===== src/hw/rtl/local_to_utc_date_time_assert.svh =====
// ----------------------------------------------------------------------------
// local_to_utc_date_time assertion macros
// clocked concurrent assertion helpers used by local_to_utc_date_time.sv
// ----------------------------------------------------------------------------
`ifndef LOCAL_TO_UTC_DATE_TIME_ASSERT_SVH
`define LOCAL_TO_UTC_DATE_TIME_ASSERT_SVH

// assertion on an explicit clock and reset
`define LTU_ASSERT_ON(clk, rst, label, prop, msg) \
   label: assert property (@(posedge clk) disable iff (rst) prop) else $error(msg);

// assertion on the block clock and reset
`define LTU_ASSERT(label, prop, msg) \
   `LTU_ASSERT_ON(clock, reset, label, prop, msg)

`endif


===== src/hw/rtl/ltu_pkg.sv =====
// ----------------------------------------------------------------------------
// ltu_pkg
// constants, stage record and month table of the local to utc converter
// ----------------------------------------------------------------------------
`default_nettype none

package ltu_pkg;

   localparam int NUM_STAGES = 15;

   localparam int REQ_DATA_W = 48;
   localparam int RSP_DATA_W = 72;

   // pipeline record, fields are filled in as the word moves down
   typedef struct packed {
      logic               err;
      logic [14:0]        yp;       // shifted year, march based
      logic [7:0]         qa;       // yp / 100
      logic [8:0]         doy;      // day of year, march based
      logic signed [12:0] mm;       // local minute of day minus offset
      logic signed [2:0]  kk;       // day carry from the offset
      logic [10:0]        md;       // utc minute of day
      logic [22:0]        y365;
      logic [22:0]        nn;       // day count since shifted origin
      logic [4:0]         hr;
      logic [5:0]         mi;
      logic signed [32:0] tot;      // epoch minutes
      logic [5:0]         era;
      logic [17:0]        doe;      // day of era
      logic [7:0]         qb;       // doe / 1460
      logic [2:0]         cc;       // doe / 36524
      logic               cz;       // doe / 146096
      logic signed [14:0] yb;       // year base
      logic [17:0]        nq;
      logic [9:0]         yoe;      // year of era
      logic [18:0]        yoe365;
      logic [7:0]         yoe4;
      logic [3:0]         yoe100;
      logic [3:0]         mp;       // march based month
      logic signed [14:0] uyear;
      logic [3:0]         umonth;
      logic [4:0]         uday;
   } stage_type;

   // first day of each march based month
   function automatic logic [8:0] month_start(input logic [3:0] mp);
      logic [8:0] s;
      case (mp)
         4'd0:    s = 9'd0;
         4'd1:    s = 9'd31;
         4'd2:    s = 9'd61;
         4'd3:    s = 9'd92;
         4'd4:    s = 9'd122;
         4'd5:    s = 9'd153;
         4'd6:    s = 9'd184;
         4'd7:    s = 9'd214;
         4'd8:    s = 9'd245;
         4'd9:    s = 9'd275;
         4'd10:   s = 9'd306;
         4'd11:   s = 9'd337;
         default: s = 9'd0;
      endcase
      return s;
   endfunction

endpackage

`default_nettype wire


===== src/hw/rtl/local_to_utc_date_time.sv =====
// ----------------------------------------------------------------------------
// local_to_utc_date_time
// local civil date and time plus zone offset to utc date, time and epoch minutes
// ----------------------------------------------------------------------------
// stage 0 loads at the accept edge, the word leaves the last stage on rsp_tvalid
// throughput: one word per cycle while rsp_tready is high or any stage holds a bubble
// a stall at rsp backs up stage by stage, req stays open while any stage is empty
// reset clears the stage valid bits only, no word is lost or repeated on a stall
`default_nettype none
`include "local_to_utc_date_time_assert.svh"

module local_to_utc_date_time (
   input  wire logic                              clock,
   input  wire logic                              reset,
   input  wire logic                              req_tvalid,
   output logic                                   req_tready,
   // year[13:0] month[17:14] day[22:18] hour[27:23] minute[33:28] tz_offset[45:34]
   input  wire logic [ltu_pkg::REQ_DATA_W-1:0]    req_tdata,
   output logic                                   rsp_tvalid,
   input  wire logic                              rsp_tready,
   // year[14:0] month[18:15] day[23:19] hour[28:24] minute[34:29] epoch_min[67:35]
   output logic [ltu_pkg::RSP_DATA_W-1:0]         rsp_tdata,
   // input range error[0], a date or time field out of range
   output logic                                   rsp_tuser
);
   import ltu_pkg::*;

   stage_type              st_ff [NUM_STAGES];
   stage_type              st_in [NUM_STAGES];
   logic [NUM_STAGES-1:0]  vld_ff;
   logic [NUM_STAGES-1:0]  en;

   logic [13:0]        i_year;
   logic [3:0]         i_month;
   logic [4:0]         i_day;
   logic [4:0]         i_hour;
   logic [5:0]         i_minute;
   logic signed [11:0] i_tz;

   logic        mfix;
   logic [14:0] yp0;
   logic [3:0]  mp0;
   logic [23:0] p_q100;
   logic [15:0] r_q100;
   logic [23:0] p_hr;
   logic signed [34:0] tw;
   logic [28:0] p_era;
   logic [23:0] r_era;
   logic [25:0] p_q1460;
   logic [18:0] r_q1460;
   logic [27:0] p_yoe;
   logic [18:0] r_yoe;
   logic [15:0] p_y100;
   logic [18:0] t_doy;
   logic [3:0]  mp_cnt;
   logic [3:0]  mp_l;

   logic        date_ok;
   logic        time_ok;

   assign i_year   = req_tdata[13:0];
   assign i_month  = req_tdata[17:14];
   assign i_day    = req_tdata[22:18];
   assign i_hour   = req_tdata[27:23];
   assign i_minute = req_tdata[33:28];
   assign i_tz     = $signed(req_tdata[45:34]);

   // a stage may load when it or any stage after it holds a bubble, or when rsp_tready is high
   always_comb begin
      for (int i = 0; i < NUM_STAGES; i++) begin
         en[i] = rsp_tready;
         for (int j = i; j < NUM_STAGES; j++) begin
            if (!vld_ff[j]) begin
               en[i] = 1'b1;
            end
         end
      end
   end

   assign req_tready = en[0];

   always_comb begin
      st_in[0] = '0;
      for (int i = 1; i < NUM_STAGES; i++) begin
         st_in[i] = st_ff[i-1];
      end

      // stage 0: range check, march based year and day of year, minute of day
      mfix = i_month inside {[4'd1:4'd2]};
      yp0  = 15'(i_year) + 15'd400 - 15'(mfix);
      mp0  = (i_month > 4'd2) ? (i_month - 4'd3) : (i_month + 4'd9);
      p_q100 = 24'(yp0) * 24'd327;
      st_in[0].err = (i_year > 14'd9999) || (i_month == 4'd0) || (i_month > 4'd12) ||
                     (i_day == 5'd0) || (i_hour > 5'd23) || (i_minute > 6'd59);
      st_in[0].yp  = yp0;
      st_in[0].qa  = p_q100[22:15];
      st_in[0].doy = month_start(mp0) + 9'(i_day) - 9'd1;
      st_in[0].mm  = $signed({8'b0, i_hour}) * 13'sd60 + $signed({7'b0, i_minute})
                     - 13'(i_tz);

      // stage 1: fix yp / 100, yp times 365, split off the day carry
      r_q100 = 16'(st_ff[0].yp) - 16'(st_ff[0].qa) * 16'd100;
      if (r_q100 >= 16'd100) begin
         st_in[1].qa = st_ff[0].qa + 8'd1;
      end
      st_in[1].y365 = 23'(st_ff[0].yp) * 23'd365;
      if (st_ff[0].mm < -13'sd1440) begin
         st_in[1].kk = -3'sd2;
         st_in[1].md = 11'(st_ff[0].mm + 13'sd2880);
      end else if (st_ff[0].mm < 13'sd0) begin
         st_in[1].kk = -3'sd1;
         st_in[1].md = 11'(st_ff[0].mm + 13'sd1440);
      end else if (st_ff[0].mm < 13'sd1440) begin
         st_in[1].kk = 3'sd0;
         st_in[1].md = 11'(st_ff[0].mm);
      end else if (st_ff[0].mm < 13'sd2880) begin
         st_in[1].kk = 3'sd1;
         st_in[1].md = 11'(st_ff[0].mm - 13'sd1440);
      end else begin
         st_in[1].kk = 3'sd2;
         st_in[1].md = 11'(st_ff[0].mm - 13'sd2880);
      end

      // stage 2: local day count, utc hour
      st_in[2].nn = st_ff[1].y365 + 23'(st_ff[1].yp >> 2) - 23'(st_ff[1].qa)
                    + 23'(st_ff[1].qa >> 2) + 23'(st_ff[1].doy);
      p_hr = 24'(st_ff[1].md) * 24'd2185;
      st_in[2].hr = p_hr[21:17];

      // stage 3: epoch minutes, utc day count, utc minute
      tw = $signed({12'b0, st_ff[2].nn}) * 35'sd1440 - 35'sd1246413600
           + 35'(st_ff[2].mm);
      st_in[3].tot = tw[32:0];
      st_in[3].nn  = st_ff[2].nn + {{20{st_ff[2].kk[2]}}, st_ff[2].kk};
      st_in[3].mi  = 6'(st_ff[2].md - 11'(st_ff[2].hr) * 11'd60);

      // stage 4: era estimate
      p_era = 29'(st_ff[3].nn) * 29'd57;
      st_in[4].era = p_era[28:23];

      // stage 5: fix era, day of era
      r_era = 24'(st_ff[4].nn) - 24'(st_ff[4].era) * 24'd146097;
      if (r_era >= 24'd146097) begin
         st_in[5].era = st_ff[4].era + 6'd1;
         st_in[5].doe = 18'(r_era - 24'd146097);
      end else begin
         st_in[5].doe = r_era[17:0];
      end

      // stage 6: leap day terms of the era, year base
      p_q1460 = 26'(st_ff[5].doe) * 26'd179;
      st_in[6].qb = p_q1460[25:18];
      st_in[6].cc = 3'(st_ff[5].doe >= 18'd36524) + 3'(st_ff[5].doe >= 18'd73048)
                    + 3'(st_ff[5].doe >= 18'd109572) + 3'(st_ff[5].doe >= 18'd146096);
      st_in[6].cz = (st_ff[5].doe >= 18'd146096);
      st_in[6].yb = $signed(15'(st_ff[5].era) * 15'd400) - 15'sd400;

      // stage 7: fix doe / 1460
      r_q1460 = 19'(st_ff[6].doe) - 19'(st_ff[6].qb) * 19'd1460;
      if (r_q1460 >= 19'd1460) begin
         st_in[7].qb = st_ff[6].qb + 8'd1;
      end

      // stage 8
      st_in[8].nq = 18'(19'(st_ff[7].doe) - 19'(st_ff[7].qb) + 19'(st_ff[7].cc)
                        - 19'(st_ff[7].cz));

      // stage 9: year of era estimate
      p_yoe = 28'(st_ff[8].nq) * 28'd718;
      st_in[9].yoe = p_yoe[27:18];

      // stage 10: fix year of era
      r_yoe = 19'(st_ff[9].nq) - 19'(st_ff[9].yoe) * 19'd365;
      if (r_yoe >= 19'd365) begin
         st_in[10].yoe = st_ff[9].yoe + 10'd1;
      end

      // stage 11: days before this year of era, year base plus year of era
      st_in[11].yoe365 = 19'(st_ff[10].yoe) * 19'd365;
      st_in[11].yoe4   = st_ff[10].yoe[9:2];
      p_y100 = 16'(st_ff[10].yoe) * 16'd41;
      st_in[11].yoe100 = p_y100[15:12];
      st_in[11].yb = st_ff[10].yb + $signed({5'b0, st_ff[10].yoe});

      // stage 12: utc day of year
      t_doy = 19'(st_ff[11].doe) - (st_ff[11].yoe365 + 19'(st_ff[11].yoe4)
                                    - 19'(st_ff[11].yoe100));
      st_in[12].doy = t_doy[8:0];

      // stage 13: month lookup by threshold count
      mp_cnt = 4'd0;
      for (int j = 1; j < 12; j++) begin
         if (st_ff[12].doy >= month_start(4'(j))) begin
            mp_cnt = mp_cnt + 4'd1;
         end
      end
      st_in[13].mp = mp_cnt;

      // stage 14: civil fields, rejected words read as zero
      mp_l = st_ff[13].mp;
      st_in[14].uday   = 5'(st_ff[13].doy - month_start(mp_l) + 9'd1);
      st_in[14].umonth = (mp_l < 4'd10) ? (mp_l + 4'd3) : (mp_l - 4'd9);
      st_in[14].uyear  = st_ff[13].yb + $signed({14'b0, (mp_l >= 4'd10)});
      if (st_ff[13].err) begin
         st_in[14].uday   = '0;
         st_in[14].umonth = '0;
         st_in[14].uyear  = '0;
         st_in[14].hr     = '0;
         st_in[14].mi     = '0;
         st_in[14].tot    = '0;
      end
   end

   always_ff @(posedge clock) begin
      if (reset) begin
         vld_ff <= '0;
      end else begin
         if (en[0]) begin
            vld_ff[0] <= req_tvalid;
         end
         for (int i = 1; i < NUM_STAGES; i++) begin
            if (en[i]) begin
               vld_ff[i] <= vld_ff[i-1];
            end
         end
      end
   end

   always_ff @(posedge clock) begin
      for (int i = 0; i < NUM_STAGES; i++) begin
         if (en[i]) begin
            st_ff[i] <= st_in[i];
         end
      end
   end

   assign rsp_tvalid = vld_ff[NUM_STAGES-1];
   assign rsp_tdata  = {4'b0,
                        st_ff[NUM_STAGES-1].tot,
                        st_ff[NUM_STAGES-1].mi,
                        st_ff[NUM_STAGES-1].hr,
                        st_ff[NUM_STAGES-1].uday,
                        st_ff[NUM_STAGES-1].umonth,
                        st_ff[NUM_STAGES-1].uyear};
   assign rsp_tuser  = st_ff[NUM_STAGES-1].err;

   assign date_ok = (st_ff[NUM_STAGES-1].umonth inside {[4'd1:4'd12]}) &&
                    (st_ff[NUM_STAGES-1].uday != 5'd0);
   assign time_ok = (st_ff[NUM_STAGES-1].hr <= 5'd23) && (st_ff[NUM_STAGES-1].mi <= 6'd59);

   // a bubble anywhere in the pipe must keep the input open
   `LTU_ASSERT(a_bubble_ready, (!(&vld_ff)) |-> req_tready, "req stalled with a bubble")
   // rejected words carry all zero fields
   `LTU_ASSERT(a_err_zero, (rsp_tvalid && rsp_tuser) |-> (rsp_tdata == '0), "rejected word not zero")
   // accepted words give a proper civil date and time
   `LTU_ASSERT(a_civil_date, (rsp_tvalid && !rsp_tuser) |-> date_ok, "utc date out of range")
   `LTU_ASSERT(a_civil_time, (rsp_tvalid && !rsp_tuser) |-> time_ok, "utc time out of range")

endmodule

`default_nettype wire

===== config.mk =====
export PLATFORM = sky130hd
export DESIGN_NAME = local_to_utc_date_time
export DESIGN_NICKNAME = d
export VERILOG_FILES = /design/src/hw/rtl/ltu_pkg.sv /design/src/hw/rtl/local_to_utc_date_time.sv
export VERILOG_INCLUDE_DIRS = /design/src /design/src/hw/rtl
export SDC_FILE = /design/constraint.sdc
export NUM_CORES = 2
export LEC_CHECK = 0
export ABC_AREA = 1
export BUFFER_PORTS_ARGS = -buffer_cell sky130_fd_sc_hd__buf_2
export CAP_MARGIN = 20
export CORE_ASPECT_RATIO = 0.7
export CORE_MARGIN = 10
export CORE_UTILIZATION = 60
export CTS_CLUSTER_DIAMETER = 120
export DETAILED_ROUTE_END_ITERATION = 8
export PLACE_DENSITY = 0.87
export SETUP_SLACK_MARGIN = 0.15
export SLEW_MARGIN = 10
export SYNTH_ARGS = -nofsm -noshare
export SYNTH_HDL_FRONTEND = slang
export SYNTH_MEMORY_MAX_BITS = 65536
export SYNTH_SLANG_ARGS = --single-unit
export TNS_END_PERCENT = 1

===== constraint.sdc =====
create_clock -name clock -period 32.3 [get_ports clock]
set_input_delay 1.615 -clock clock [delete_from_list [all_inputs] [get_ports clock]]
set_output_delay 1.615 -clock clock [all_outputs]
set_load 0.02 [all_outputs]

# Word level (Yosys, flattened, before mapping)
# Memory sizes are Yosys's and may differ from the RTL's.
# Index checks and enable logic that the tools add are counted.
dict set report word_totals {
  reg_bits 15
  ramBits 4320
  rom_bits 288
  inputBits 52
  output_inout_bits 75
  elab_cells 303
  mem_count 3
}
dict set report op_classes {
  add_sub_neg 55
  mul 16
  n_lt_le_gt_ge 32
  n_mux 174
  reduce_logical 8
}
# name words width rd rd_ports_with_merged_regs write_ports line_no
set memory_table {}
lappend memory_table {st_ff 15 288 15 0 15 local_to_utc_date_time.sv:28} ;# stage_type st_ff [NUM_STAGES];
lappend memory_table {{(name not given)} 16 9 1 0 0 ltu_pkg.sv:48} ;# case (mp)
lappend memory_table {{(name not given)} 16 9 1 0 0 ltu_pkg.sv:48}
# operator n
set op_table {}
lappend op_table {{$mux 1} 151}
lappend op_table {{$mux 4} 12}
lappend op_table {{$mul 15x9->23 const B} 2}
lappend op_table {{$mux 44} 1}
lappend op_table {{$add 4x1->4 const B} 10}
lappend op_table {{$mul 10x9->19 const B} 2}
lappend op_table {{$sub 18x19->19} 2}
lappend op_table {{$ge 18x17->1 const B} 2}
lappend op_table {{$ge 9x8->1 const B} 4}
lappend op_table {{$add 33x13->33} 1}
lappend op_table {{$sub 33x31->33 const B} 1}
lappend op_table {{$mul 23x6->29 const B} 1}
lappend op_table {{$mul 23x6->28 const B} 1}
lappend op_table {{$mux 14} 2}
lappend op_table {{$ge 9x9->1 const B} 3}
lappend op_table {{$mul 18x9->27 const B} 1}
lappend op_table {{$lt 13x12->1 const B} 2}
lappend op_table {{$mul 18x8->26 const B} 1}
lappend op_table {{$mux 13} 2}
lappend op_table {{$ge 24x18->1 const B} 1}
lappend op_table {{$mul 6x18->24 const B} 1}
lappend op_table {{$mux 24} 1}
lappend op_table {{$sub 23x24->24} 1}
lappend op_table {{$add 23x13->23} 1}
lappend op_table {{70 further kinds} 79}

# Logic depth before layout (Yosys ltp)
# An unclocked memory read counts as a cell.
dict set report depth {
  depth_word 23
  depth_mapped 42
}

# Worst setup path after synthesis
# No wires, ideal clock.
dict set report synth_path {
  kind {input to output}
  from {input port rsp_tready}
  to {output port req_tready}
  arrival_time_ps 10357
  required_ps 30685
  path_slack_ps 20328
  cell_stages 18
  path_buffers 0
  path_cell_list {nor2_2 > inv_2 > nor2_1 > inv_2 > nor2_1 > inv_1 > nor2_2 > inv_2 > nor2_2 > nand2_2 > nor2_2 > nand2_2 > nor2_4 > nand2_4 > nor3_2 > nand2_2 > nor2_4 > nand2_2}
}
dict set report synth_between {
  elab_chain_len 15
}
# item line_no
set synth_lines {}
lappend synth_lines {{start: declaration} local_to_utc_date_time.sv:20} ;# input wire logic rsp_tready,
lappend synth_lines {{$mux 1 (15 in a row)} local_to_utc_date_time.sv:73} ;# if (!vld_ff[j]) begin
lappend synth_lines {{end: declaration} local_to_utc_date_time.sv:16} ;# output logic req_tready,
# Every way passes these cells.

# Worst setup path after layout
# Same ends and word-level chain as after synthesis.

==> flow_summary.json <==
{
  "status": "finished, final reports clean",
  "fmax_ghz": 0.108,
  "dp.final_hpwl_um": 109000,
  "drv_slew": 0,
  "portBuffers": 120,
  "ys_async_sr_fraction_pct": 0,
  "diodes": 0,
  "ioPinCount": 127,
  "grt_pass1_wl_um": 251000,
  "yosysWarnings": 0,
  "cts-resized-gates": 0,
  "wl_met2_um": 74000,
  "dp_slack_ns": 23.11,
  "syn_inst": 6468,
  "antenna_found_initial": 1,
  "drt.antenna.violating_nets": 0,
  "critPathArrivalTime_ns": 7.68,
  "grt_pass1_vias": 48000,
  "grt.overflow.total": 0,
  "die_w_um": 437,
  "wl_per_cell_um": 18.8,
  "end_kind": "output pin",
  "vias": 46800,
  "period_share_pct": 28.8,
  "rsz0062_at_grt": "no",
  "synth-main-ff-cell": "edfxtp_1",
  "hold_viol_final": 0,
  "setup-tns-final_ns": 0,
  "clockRootBuffer": "clkbuf_16",
  "grt_max_degree": 83,
  "synth.avg_cell_area_um2": 11.3,
  "critical_path_class": "input port to output pin",
  "yosysUniqueCellTypes": 67,
  "synth-seq-area-share_pct": 44.4,
  "crit_fanout": 69,
  "grt.total_usage_pct": 22.5,
  "final_util_pct": 64.6,
  "wirelength_um": 156000,
  "topRoutingLayerUsed": "met5",
  "drcViolationCount": 0,
  "ys_seq_elements": 1086,
  "wl_met1_um": 63800,
  "die_area_mm2": 0.136,
  "seq_area_mm2": 0.0325,
  "drv_cap": 0,
  "postCtsHoldBufs": 0,
  "nets": 8116,
  "rows": 107,
  "start_kind": "input port",
  "met3_length_um": 12000,
  "hold_class": "flip-flop to flip-flop",
  "fill_cells": 8293,
  "min_period_ns": 9.30,
  "syn_to_final_growth_pct": 7.30,
  "drive_above_1_share_pct": 5.41,
  "start_util_pct": 60.2,
  "clockBufferDepth": 3,
  "post-cts-setup-buffer-count": 0,
  "postLayoutSetupSlackWorst_ns": 23.00,
  "core_area_mm2": 0.121,
  "crit_required_ns": 30.68,
  "cts_made_buffers": 98,
  "clock_latency_ns": 0.76,
  "worst_pin_slew_ns": 1.08,
  "firstDrtPassIters": 7,
  "setup_viol": 0,
  "routed_via_density": 5.62,
  "synth_edf_count": 1071,
  "syn_area_mm2": 0.0731,
  "cts_tree": "done",
  "cts_sinks": 1086,
  "fp.dieH_um": 312,
  "h-tree-depth": 3,
  "multi_input_area_mm2": 0.0348,
  "drtIter0Drc": 4508,
  "fin_skew_ns": 0.0799,
  "cts.reportedPaths.clkPinSlew_ns": 0.08,
  "max-slew-margin-rel_pct": 27.8,
  "gp_congestion": 0.907
}
-- layout make-up --
type                       instances  share of cell area (%)
multi-input combinational       3922                    44.4
sequential                      1086                    41.4
inverter                        1370                    6.56
clock buffer                     120                    3.23
tap                             1635                    2.61
timing repair buffer             136                   0.970
clock inverter                    54                   0.809
-- layer usage --
metal	GRT usage, %	up-vias
met5	0	-
met4	7.81	2
met3	4.28	517
met2	37.2	2072
met1	29.8	22500
li1	-	21700
-- cells by family (layout without fill, tap and decap cells) --
logic type / after synthesis / count (layout) / synth area share [%]
AO/OA/AOI/OAI: 743 / 743 / 5.75
XOR/XNOR: 380 / 380 / 4.59
adder cells (fa/ha/maj): 1450 / 1450 / 29.3
buffers and inverters: 1463 / 1680 / 7.96
flip-flops: 1086 / 1086 / 44.4
other: 1 / 4 / 0.00513
AND/OR/NAND/NOR: 1345 / 1345 / 7.97
-- cells in the final DEF (no fill, tap or decap), types with 8 or more instances in the layout --
master,n
a211oi_1,9
a21boi_0,8
a21o_1,24
a21oi_1,382
a31oi_1,22
and2_1,9
buf_2,120
buf_4,14
clkbuf_1,22
clkbuf_16,98
clkinv_1,23
clkinv_2,13
dfxtp_1,15
edfxtp_1,1071
fa_1,436
ha_1,1014
inv_1,1352
inv_2,14
nand2_1,676
nand2_2,18
nand3_1,200
nand3_2,10
nand3b_1,9
nand4_1,42
nor2_1,285
nor2_2,8
nor3_1,46
o2111ai_1,8
o211ai_1,17
o21a_1,18
o21ai_0,162
o21ai_1,22
o21bai_1,30
or2_2,10
xnor2_1,125
xor2_1,252
-- cell usage after synthesis, drive strengths merged (3+ instances only) --
master	count	share of area (%)
a211oi	9	0.092
a21boi	12	0.12
a21o	24	0.25
a21oi	387	2.7
a31oi	22	0.19
and2	9	0.077
buf	85	0.87
clkbuf	8	0.055
clkinv	3	0.015
dfxtp	15	0.41
edfxtp	1071	44
fa	436	12
ha	1014	17
inv	1367	7.0
nand2	699	3.7
nand3	211	1.5
nand3b	10	0.11
nand4	42	0.36
nor2	299	1.6
nor3	48	0.35
nor3b	7	0.072
nor4	5	0.043
o2111ai	8	0.096
o211a	4	0.055
o211ai	18	0.19
o21a	18	0.18
o21ai	189	1.3
o21bai	31	0.32
o221ai	5	0.060
o31ai	4	0.041
or2	13	0.11
xnor2	125	1.5
xor2	255	3.1
-- critical path, cell delays in order --
cell	delay, ns
buf_2	0.10
nor2_2	0.10
inv_2	0.03
buf_4	0.33
nor2_1	0.25
inv_2	0.04
buf_4	0.35
nor2_1	0.26
inv_2	0.08
nor2_2	0.14
clkinv_2	0.39
nor2_2	0.35
nand2_4	0.29
nor2_2	0.29
nand2_4	0.38
nor2_4	0.35
nand2_4	0.58
nor3_2	0.46
nand2_2	0.07
buf_4	0.33
nor2_4	0.20
nand2_2	0.29
buf_2	0.28
-- worst paths after layout --
check / from / end / slack [ns] / cells past startpoint
max: rsp_tready / req_tready / 23.00 / 23
min reg2reg: st_ff[0][1606] / st_ff[0][1894] / 0.35 / 0
min: st_ff[0][1606] / st_ff[0][1894] / 0.35 / 0
max reg2reg: st_ff[1][355] / st_ff[1][636] / 25.21 / 22
-- state kept, by name, summed over array words and instances (netlist names) --
name,flops
vld_ff,15
st_ff,1071
-- stage by stage --
step	instance area, um^2	hold WS [ns]	std cells
after floorplan	73100	0.400	6471
after global placement	75200	0.400	8147
after detailed placement	75200	0.405	8147
after CTS	78400	0.343	8321
after global routing	78400	0.351	8323
final	78400	0.353	8323
Power is not shown: default switching activity piles up to over one toggle a cycle in this logic, so the estimate is an artifact.
